--- config.mk ---
export PLATFORM = sky130hd
export DESIGN_NAME = jcdl_cordic_cell
export DESIGN_NICKNAME = d
export VERILOG_FILES = /design/src/rtl/jcdl_pkg.sv /design/src/rtl/jcdl_cordic_cell.sv
export SDC_FILE = /design/constraint.sdc
export NUM_CORES = 1
export LEC_CHECK = 0
export BUFFER_PORTS_ARGS = -buffer_cell sky130_fd_sc_hd__buf_2
export CORE_MARGIN = 2
export CORE_UTILIZATION = 55
export CTS_BUF_LIST = sky130_fd_sc_hd__clkbuf_4 sky130_fd_sc_hd__clkbuf_8
export DETAILED_ROUTE_END_ITERATION = 7
export PLACE_DENSITY = 0.91
export SLEW_MARGIN = 0
export SYNTH_ARGS = -nofsm -noshare
export SYNTH_HDL_FRONTEND = slang
export SYNTH_SLANG_ARGS = --single-unit
--- constraint.sdc ---
create_clock -name clk -period 6.3 [get_ports clk]
set_clock_uncertainty 0.2 [all_clocks]
set_input_delay 0.63 -clock clk [delete_from_list [all_inputs] [get_ports clk]]
set_output_delay 0.63 -clock clk [all_outputs]
set_load 0.03 [all_outputs]
--- src/rtl/jcdl_pkg.sv ---
`timescale 1ns / 1ps
`default_nettype none
// -----------------------------------------------------------------------------
// jcdl_pkg
// Shared types, constants and the CORDIC angle table for the cd(uK,k) block.
// -----------------------------------------------------------------------------
package jcdl_pkg;

  localparam int LANDEN_STAGES = 8;
  localparam int NUM_MODULI    = 7;
  localparam int NUM_LSTAGES   = (LANDEN_STAGES - 1 > NUM_MODULI) ? NUM_MODULI
                                                                  : LANDEN_STAGES - 1;
  localparam int CORDIC_ITERS  = 30;
  localparam int DIV_STEPS     = 32;
  localparam int CFG_IDX_W     = 3;
  localparam int XW            = 34;

  localparam logic [CFG_IDX_W-1:0] CFG_LAST_INDEX = CFG_IDX_W'(NUM_MODULI - 1);

  localparam logic signed [XW-1:0] CORDIC_X0 = 34'sd652032874;
  localparam logic signed [31:0]   ONE_Q30   = 32'sd1073741824;

  // landen stage: 3 multiply cells, 1 setup cell, divide cells, 1 output cell
  localparam int LSTAGE_LAT = 4 + DIV_STEPS + 1;
  localparam int LATENCY    = CORDIC_ITERS + 1 + NUM_LSTAGES * LSTAGE_LAT;

  typedef struct packed {
    logic signed [31:0] angle_u;
    logic               is_last;
  } in_data_t;

  typedef struct packed {
    logic signed [31:0] cd_value;
    logic               last_out;
  } out_data_t;

  typedef struct packed {
    logic                 valid;
    logic                 last;
    logic [1:0]           quad;
    logic signed [XW-1:0] x;
    logic signed [XW-1:0] y;
    logic signed [31:0]   z;
  } cordic_bus_t;

  typedef struct packed {
    logic        valid;
    logic        last;
    logic        neg;
    logic [33:0] rem;
    logic [31:0] nlo;
    logic [33:0] d;
    logic [31:0] q;
  } div_bus_t;

  function automatic logic [31:0] atan_quarter(input logic [4:0] i);
    logic [31:0] r;
    case (i)
      5'd0:  r = 32'h20000000;
      5'd1:  r = 32'h12E4051E;
      5'd2:  r = 32'h09FB385B;
      5'd3:  r = 32'h051111D4;
      5'd4:  r = 32'h028B0D43;
      5'd5:  r = 32'h0145D7E1;
      5'd6:  r = 32'h00A2F61E;
      5'd7:  r = 32'h00517C55;
      5'd8:  r = 32'h0028BE53;
      5'd9:  r = 32'h00145F2F;
      5'd10: r = 32'h000A2F98;
      5'd11: r = 32'h000517CC;
      5'd12: r = 32'h00028BE6;
      5'd13: r = 32'h000145F3;
      5'd14: r = 32'h0000A2F9;
      5'd15: r = 32'h0000517C;
      5'd16: r = 32'h000028BE;
      5'd17: r = 32'h0000145F;
      5'd18: r = 32'h00000A2F;
      5'd19: r = 32'h00000517;
      5'd20: r = 32'h0000028B;
      5'd21: r = 32'h00000145;
      5'd22: r = 32'h000000A2;
      5'd23: r = 32'h00000051;
      5'd24: r = 32'h00000028;
      5'd25: r = 32'h00000014;
      5'd26: r = 32'h0000000A;
      5'd27: r = 32'h00000005;
      5'd28: r = 32'h00000002;
      5'd29: r = 32'h00000001;
      default: r = 32'h00000000;
    endcase
    return r;
  endfunction

endpackage
`default_nettype wire

--- src/rtl/jcdl_cordic_cell.sv ---
`timescale 1ns / 1ps
`default_nettype none
// -----------------------------------------------------------------------------
// jcdl_cordic_cell
// One rotation-mode CORDIC iteration with its output register.
// -----------------------------------------------------------------------------
module jcdl_cordic_cell (
  input  wire logic                  clk,
  input  wire logic                  rst_n,
  input  wire logic [4:0]            iter,
  input  wire jcdl_pkg::cordic_bus_t din,
  output jcdl_pkg::cordic_bus_t      dout
);

  jcdl_pkg::cordic_bus_t    nxt;
  logic signed [jcdl_pkg::XW-1:0] dx, dy;
  logic signed [31:0]       ang;

  always_comb begin
    dx  = din.y >>> iter;
    dy  = din.x >>> iter;
    ang = $signed(jcdl_pkg::atan_quarter(iter));
    nxt = din;
    if (din.z >= 0) begin
      nxt.x = din.x - dx;
      nxt.y = din.y + dy;
      nxt.z = din.z - ang;
    end else begin
      nxt.x = din.x + dx;
      nxt.y = din.y - dy;
      nxt.z = din.z + ang;
    end
  end

  always_ff @(posedge clk) begin
    if (!rst_n) begin
      dout <= '0;
    end else begin
      dout <= nxt;
    end
  end

endmodule
`default_nettype wire

==> impl_metrics.toml, run 1 <==
[layout]
top_register = "dout"
drive_gt1_share_pct = 27.1
diodes = 0
final_net_count = 2353
stdcell_area_um2 = 17900
postLayoutCoreUtil_pct = 66.2
synthToLayoutAreaGrowth_pct = 17.9
reg_top3 = "dout x104"
largest_reg_flops = 104

[place]
dp_slack_ns = 0.103
port_buffers = 214
gp_congestion = 1.08
place_area_um2 = 17800
hpwl_mm = 46.0

[clocking]
clkSinkCount = 104
numCtsBuffers = 9
clockBufferDepth = 2
cts_setup_buffers = 0
root_buffer = "clkbuf_8"
cts_tree = "done"
ctsHoldBuffers = 0
clkTransAtPathRegs_ns = 0.12
post_cts_resized = 0
htree_levels = 3

[job]
maxCapViolations = 0

[worst_hold_path]
hold_class = "primary input to flip-flop"
holdPathEnd = "dout[103]"
hold_path.startpoint = "din[103]"
hold_path_depth = 2

[routing]
routed_wl_mm = 58.1
drc = 0
ant_nets = 0
routedWlPerCell_um = 23.1
drt_iter0_drc = 1862
firstDrtPassIters = 8
viasPerCell = 6.71
dr_total_vias = 16900

[setup_path]
crit_type = "primary input to flip-flop"
cp_cell_sequence = "buf_6 -> buf_12 -> mux4_2 -> mux2i_1 -> o22ai_1 -> or3_1 -> or4_1 -> o21ai_0 -> xor2_1 -> ha_1 -> a21oi_1 -> o21ai_0 -> o311ai_0 -> buf_4 -> a31oi_1 -> o211ai_1 -> a21oi_1 -> o31ai_1 -> buf_4 -> a21oi_1 -> o22ai_1 -> mux2i_1"
cp_data_required_time_ns = 6.44
cp_common_cell = "a21oi_1"
crit_fanout = 17
endpoint_kind = "flip-flop"
cp_slowest_cell = "or4_1"
max_stage_delay_ns = 0.57
crit_arrival_ns = 6.05
critPathLaunchType = "primary input"

[timing]
timing.hold.ws_ns = 0.223
hold_viol_final = 0
timing.final.crit_period_ns = 5.91
setup_viol = 0
fmax_mhz = 169
worst_pin_slew_ns = 0.790
slew_violations = 0
slew_headroom_pct = 47.1
rsz0062_at_grt = "no"
fin_crit_sh_pct = 93.8
final.setup.tns_ns = 0
final.setup.worst_slack_ns = 0.390

[logic_synthesis]
synth.most_common_cell = "nand2_1"
synth_top_area_share_pct = 16.1
avgSynthCellArea_um2 = 8.30
synth_compound_area_share_pct = 22.5
ys_seq_area_share_pct = 13.7
syn_nets = 2053
synth_top_family_by_area = "multiplexers"
synth_top_area_cell = "mux4_2"
synth_area_um2 = 15200
synth.distinct_cells = 91
netlist_top_cells_count = "nand2_1 (177), nor2_1 (164), a21oi_1 (112), mux4_2 (109), ha_1 (105)"
synthCells = 1834
ys_top_cells_by_area = "mux4_2 (16%), dfxtp_1 (14%), ha_1 (8.6%)"
yosys_warnings = 0
yosys.area_share.simple_pct = 17.6
synth_edf_count = 0
synth_fa_ha_area_share_pct = 9.02
synth_mux_area_share_pct = 23.4
synth_xor_area_share_pct = 8.86
synth-main-ff-cell = "dfxtp_1"
synth.ff_latch_count = 104
async_flop_share_pct = 0

[global_route]
antenna_found_initial = 1
grt_max_degree = 47
overflow = 0
grt_pass1_vias = 16100
track_usage_pct = 39.3
grt_pass1_wl_mm = 88.5

[floorplan]
row_count = 60
die_h_um = 170
die_w_um = 170
start_util_pct = 56.2
die_area_um2 = 29000
core-area_um2 = 27100
ioPinCount = 215

[pwr]
ir_drop_mv = 0.133
powerDensity_nw_per_um2 = 221
cellLeakagePower_nw = 8.02

[outcome]
status = "finished clean"
==> per-layer routing <==
| layer | up-vias | routed length [um] | global-route usage (%) |
|---|---|---|---|
| met1 | 7975 | 21400 | 48.8 |
| met4 | 0 | 3420 | 21.7 |
| met3 | 241 | 6980 | 8.77 |
| li1 | 7472 | - | - |
| met2 | 1170 | 26300 | 63.3 |
| met5 | - | 0 | 0 |
==> worst max-delay path: cells and delay by family <==
family                     cells  cell delay (ns)
AOI/OAI and AO/OA             11             2.12
buffers and inverters          4             0.78
adders and majority gates      1             0.29
xor gates and xnor gates       1             0.22
muxes                          3             0.98
and+or+nand+nor                2             1.01
==> placed cells by master (no fill, tap or decap), types with 49 or more instances in the layout <==
| cell type | n |
|---|---|
| nor2_1 | 164 |
| buf_4 | 180 |
| a21o_1 | 49 |
| ha_1 | 105 |
| nand2_1 | 177 |
| xnor2_1 | 76 |
| dfxtp_1 | 104 |
| xor2_1 | 78 |
| buf_2 | 211 |
| o21ai_0 | 104 |
| mux4_2 | 109 |
| a21oi_1 | 112 |
| mux2i_1 | 72 |
==> power breakdown <==
part | total [W] | internal, W | switching, W
registers | 0.000850 | 0.000815 | 0.0000352
clock network | 0.000448 | 0.000156 | 0.000292
logic | 0.00266 | 0.00107 | 0.00159
==> cells by family after synthesis <==
kind of cell / after synthesis
xor+xnor: 154
simple gates: 569
mux: 212
buf+inv: 168
compound gates: 519
fa+ha+maj: 108
flops: 104
==> worst max path at each step <==
| stage | to | startpoint | slack, ns | depth (start not counted) |
|---|---|---|---|---|
| 2_1_floorplan | dout[28] | iter[1] | 0.06 | 26 |
| 3_3_place_gp | dout[65] | iter[0] | 0.23 | 21 |
| 3_5_place_dp | dout[64] | iter[0] | 0.10 | 22 |
| 4_1_cts | dout[64] | iter[0] | 0.47 | 22 |
| 5_1_grt | dout[28] | iter[1] | 0.05 | 24 |
| 6_report | dout[64] | iter[0] | 0.39 | 22 |
==> through the flow <==
step,instances,total power (W)
4_1_cts,2511,0.00392
3_3_place_gp,2495,0.00341
5_1_grt,2511,0.00420
6_report,2511,0.00396
2_1_floorplan,1834,0.00264
3_5_place_dp,2495,0.00347
==> area by class of cell <==
| cell class | count | area [um^2] |
|---|---|---|
| multi-input cells | 1562 | 12400 |
| inverters | 55 | 206 |
| clock inverters | 6 | 52.6 |
| repair buffers | 402 | 2620 |
| well taps | 372 | 465 |
| flip-flops and latches | 104 | 2080 |
| clock buffers | 10 | 131 |
| fillers | 2262 | 9150 |
Power figures use the tool's default switching activity.
==> run 2, diff against run 1 <==
Settings changed: CORE_MARGIN 2 to 4, TNS_END_PERCENT set to 50.
==> impl_metrics.toml, run 2 (same netlist as run 1, synthesis figures left out) <==
[timing]
slew_headroom_pct = 39.0
final.setup.tns_ns = 0
worst_pin_slew_ns = 0.901
setup_viol = 0
fmax_mhz = 165
timing.hold.ws_ns = 0.229
hold_viol_final = 0
rsz0062_at_grt = "no"
slew_violations = 0
timing.final.crit_period_ns = 6.05
fin_crit_sh_pct = 96.1
final.setup.worst_slack_ns = 0.247

[pwr]
powerDensity_nw_per_um2 = 222
ir_drop_mv = 0.136
cellLeakagePower_nw = 7.95
p_total_w = 0.00396

[global_route]
grt_max_degree = 47
overflow = 0
grt_pass1_vias = 16200
grt_pass1_wl_mm = 90.5
antenna_found_initial = 3
track_usage_pct = 37.3

[clocking]
clkTransAtPathRegs_ns = 0.12
root_buffer = "clkbuf_8"
cts_tree = "done"
clockBufferDepth = 2
htree_levels = 3
numCtsBuffers = 9
ctsHoldBuffers = 0
cts_setup_buffers = 0
post_cts_resized = 0
clkSinkCount = 104

[setup_path]
critPathLaunchType = "primary input"
cp_num_buf_inv = 2
crit_type = "primary input to flip-flop"
crit_arrival_ns = 6.20
critPathTopFamily = "compound AO/OA/AOI/OAI gates"
cp_slowest_cell = "or4b_1"
crit_fanout = 30
max_stage_delay_ns = 0.64
cp_data_required_time_ns = 6.45
cp_cell_sequence = "buf_8 -> buf_4 -> mux4_2 -> a211oi_1 -> a221oi_1 -> or4b_1 -> nor4_1 -> nand4_1 -> o31ai_1 -> xor2_1 -> ha_1 -> nor3_1 -> a211o_1 -> a31oi_1 -> a21oi_1 -> a21oi_2 -> a211oi_1 -> o41ai_1 -> nand3_1 -> a21oi_2"
endpoint_kind = "flip-flop"

[layout]
layout_commonest_cell = "buf_2"
top_register = "dout"
drive_gt1_share_pct = 26.8
fin_cells = 2499
final_net_count = 2340
synthToLayoutAreaGrowth_pct = 17.3
reg_top3 = "dout x104"
largest_reg_flops = 104
final_cell_mix = "buf_2 (211), nand2_1 (177), buf_4 (168), nor2_1 (163), a21oi_1 (111)"

[routing]
drc = 0
viasPerCell = 6.68
firstDrtPassIters = 8
drt_iter0_drc = 1955
ant_nets = 0
dr_total_vias = 16700
routedWlPerCell_um = 23.7
routed_wl_mm = 59.2

[floorplan]
die_area_um2 = 30400
start_util_pct = 56.2
ioPinCount = 215
row_count = 60
die_h_um = 174
core-area_um2 = 27100
die_w_um = 174

[outcome]
status = "finished clean"

[worst_hold_path]
hold_class = "primary input to flip-flop"

[job]
maxCapViolations = 0

[place]
place_inst = 2482
gp_congestion = 1.08
hpwl_mm = 46.8
dp_slack_ns = -0.221
port_buffers = 214
-- run 2: through the flow --
stage	util [%]	instance area, um^2
final	65.9	17900
after floorplan	-	15200
after global routing	65.9	17900
after global placement	65.1	17700
after CTS	65.8	17800
after detailed placement	65.1	17700
-- run 2: path summary, 6_finish.rpt --
path	depth (start not counted)	slack, ns	start	end
max	20	0.25	iter[0]	dout[65]
min	2	0.23	din[100]	dout[100]
-- run 2: final cells by class --
cell class	instances	area, um^2
tap	372	465
antenna	2	5.00
clock inverter	6	53.8
timing repair buffer	389	2510
multi-input combinational	1562	12400
fill	2287	9250
clock buffer	9	124
inverter	55	206
sequential	104	2080
-- run 2: per-layer routing --
layer	up-vias	GRT usage, %	wire length, um
li1	7455	-	-
met1	7876	47.5	22400
met2	1109	60.7	26800
met3	244	7.42	6520
met4	4	18.1	3450
met5	-	0	34
-- run 2: power by group --
part / switching (W) / leakage (nW) / internal, W
Combinational: 0.00161 / 6.99 / 0.00106
Sequential: 0.0000388 / 0.868 / 0.000815
Clock: 0.000284 / 0.0935 / 0.000150
Total: 0.00193 / 7.95 / 0.00203
==> run 3, diff against run 2 <==
Settings changed: ABC_AREA set to 1.
==> impl_metrics.toml, run 3 <==
[outcome]
status = "finished with violations"
violations = "DRC"

[pwr]
power.switching_w = 0.00191
ir_drop_mv = 0.144
powerDensity_nw_per_um2 = 222
comb_power_share_pct = 63.9
internal-power_w = 0.00164
p_sw_share_pct = 53.7
power_frac_seq_pct = 23.2
cellLeakagePower_nw = 8.37
pwr-share-clk_pct = 12.9

[timing]
final.setup.worst_slack_ns = 0.991
timing.hold.ws_ns = 0.192
slew_headroom_pct = 45.4
timing.final.crit_period_ns = 5.31
worst_pin_slew_ns = 0.819
setup_viol = 0
final.setup.tns_ns = 0
fmax_mhz = 188
fin_crit_sh_pct = 84.3
slew_violations = 0
rsz0062_at_grt = "no"
hold_viol_final = 0

[floorplan]
start_util_pct = 55.8
die_h_um = 171
ioPinCount = 215
core-area_um2 = 26100
die_area_um2 = 29100
die_w_um = 171
row_count = 59

[logic_synthesis]
synth.most_common_cell = "nand2_1"
ys_top_cells_by_area = "nand2_1 (19%), dfxtp_1 (14%), nand3_1 (12%)"
synth.ff_latch_count = 104
synth_area_um2 = 14500
synthCells = 2555
ys_seq_area_share_pct = 14.3
synth_top_area_share_pct = 19.3
synth_edf_count = 0
synth_top_area_cell = "nand2_1"
netlist_top_cells_count = "nand2_1 (749), nand3_1 (358), a21oi_1 (219), inv_1 (216), nor2_1 (210)"
synth.distinct_cells = 57
async_flop_share_pct = 0
syn_nets = 2774
yosys_warnings = 0
avgSynthCellArea_um2 = 5.69
synth-main-ff-cell = "dfxtp_1"

[place]
hpwl_mm = 43.7
gp_congestion = 1.03
place_area_um2 = 15800
port_buffers = 214
dp_slack_ns = 0.768

[layout]
reg_top3 = "dout x104"
drive_gt1_share_pct = 12.8
stdcell_area_um2 = 16000
final_net_count = 2933
largest_reg_flops = 104
final_cell_mix = "nand2_1 (749), nand3_1 (358), a21oi_1 (219), inv_1 (216), buf_2 (214)"
layout_commonest_cell = "nand2_1"
diodes = 0
synthToLayoutAreaGrowth_pct = 9.90
nFillCells = 2637
top_register = "dout"

[clocking]
post_cts_resized = 0
cts_setup_buffers = 0
clockBufferDepth = 2
clkTransAtPathRegs_ns = 0.12
cts_tree = "done"
clkSinkCount = 104
root_buffer = "clkbuf_8"
numCtsBuffers = 9
htree_levels = 3
ctsHoldBuffers = 0

[global_route]
track_usage_pct = 35.6
grt_pass1_wl_mm = 84.6
overflow = 0
grt_max_degree = 75
antenna_found_initial = 0
grt_pass1_vias = 16600

[routing]
drc = 7
routed_wl_mm = 54.1
drt_iter0_drc = 2322
routedWlPerCell_um = 17.7
dr_total_vias = 18200
firstDrtPassIters = 8
viasPerCell = 5.97
ant_nets = 0

[setup_path]
cp_data_required_time_ns = 6.44
critPathLaunchType = "primary input"
crit_arrival_ns = 5.45
cp_slowest_cell = "inv_4"
critPathTopFamily = "compound AO/OA/AOI/OAI gates"
cp_common_cell = "nand3_1"
endpoint_kind = "flip-flop"
crit_type = "primary input to flip-flop"
crit_fanout = 60
cp_num_buf_inv = 6
max_stage_delay_ns = 0.51

[job]
maxCapViolations = 0

[worst_hold_path]
hold_path_depth = 3
hold_path.startpoint = "din[101]"
hold_class = "primary input to flip-flop"
holdPathEnd = "dout[101]"
run 3: cell types whose count changed after synthesis, sizes merged, moves of 27 or more:
cell | before | now
inv | 54 | 234
nand2 | 177 | 771
nor2 | 165 | 230
mux2 | 28 | 0
xor2 | 78 | 51
a21oi | 114 | 221
mux4 | 111 | 0
mux2i | 73 | 0
o21ai | 126 | 163
xnor2 | 76 | 32
a21o | 49 | 4
nand3 | 35 | 371
nand2b | 27 | 0
run 3: cells by family after synthesis:
| family | synth area share (%) |
|---|---|
| compound gates | 19.0 |
| xor+xnor | 5.00 |
| fa+ha+maj | 9.45 |
| buf+inv | 9.51 |
| flops | 14.3 |
| simple gates | 42.8 |
run 3: worst min-delay path: cells and delay by family:
kind | cells | cell delay, ns
buffers and inverters | 2 | 0.11
AND/OR/NAND/NOR | 1 | 0.04
run 3: metrics by stage:
stage | instances | power, W | utilization, %
after floorplan | 2555 | 0.00245 | -
after global placement | 3038 | 0.00302 | 60.6
after detailed placement | 3038 | 0.00305 | 60.6
after CTS | 3054 | 0.00351 | 61.3
final | 3054 | 0.00355 | 61.3
after global routing | 3054 | 0.00382 | 61.3
run 3: metal layers:
metal / up-vias / global-route usage, % / part of all wire [%]
met5: - / 0 / 0
met4: 0 / 14.3 / 4.4
met3: 171 / 5.06 / 9.5
met2: 1042 / 57.9 / 45
met1: 8152 / 47.6 / 41
li1: 8861 / - / -
run 3: worst max-delay path by stage:
stage / startpoint / to / slack (ns) / cells past startpoint
after CTS: iter[0] / dout[28] / 1.18 / 25
after global routing: iter[0] / dout[61] / 0.52 / 31
after floorplan: iter[1] / dout[29] / 1.67 / 27
final: iter[0] / dout[97] / 0.99 / 26
after detailed placement: iter[0] / dout[28] / 0.77 / 25
after global placement: iter[0] / dout[29] / 0.89 / 25
run 3: layout make-up:
type                            count  area, um^2  area share (%)
Tap cell                          335         419            2.62
Clock inverter                      6        53.8           0.337
Sequential cell                   104        2080            13.0
Clock buffer                       10         131           0.822
Timing Repair Buffer              243        1330            8.30
Multi-Input combinational cell   2119       11100            69.3
Inverter                          237         893            5.59
run 3: power by group through the flow:
stage	Clock, W	Sequential (W)	Combinational (W)
3_5_place_dp	0	0.000838	0.00221
6_report	0.000459	0.000823	0.00227
2_1_floorplan	0	0.00111	0.00133
4_1_cts	0.000465	0.000823	0.00222
3_3_place_gp	0	0.000834	0.00219
5_1_grt	0.000488	0.000834	0.00250
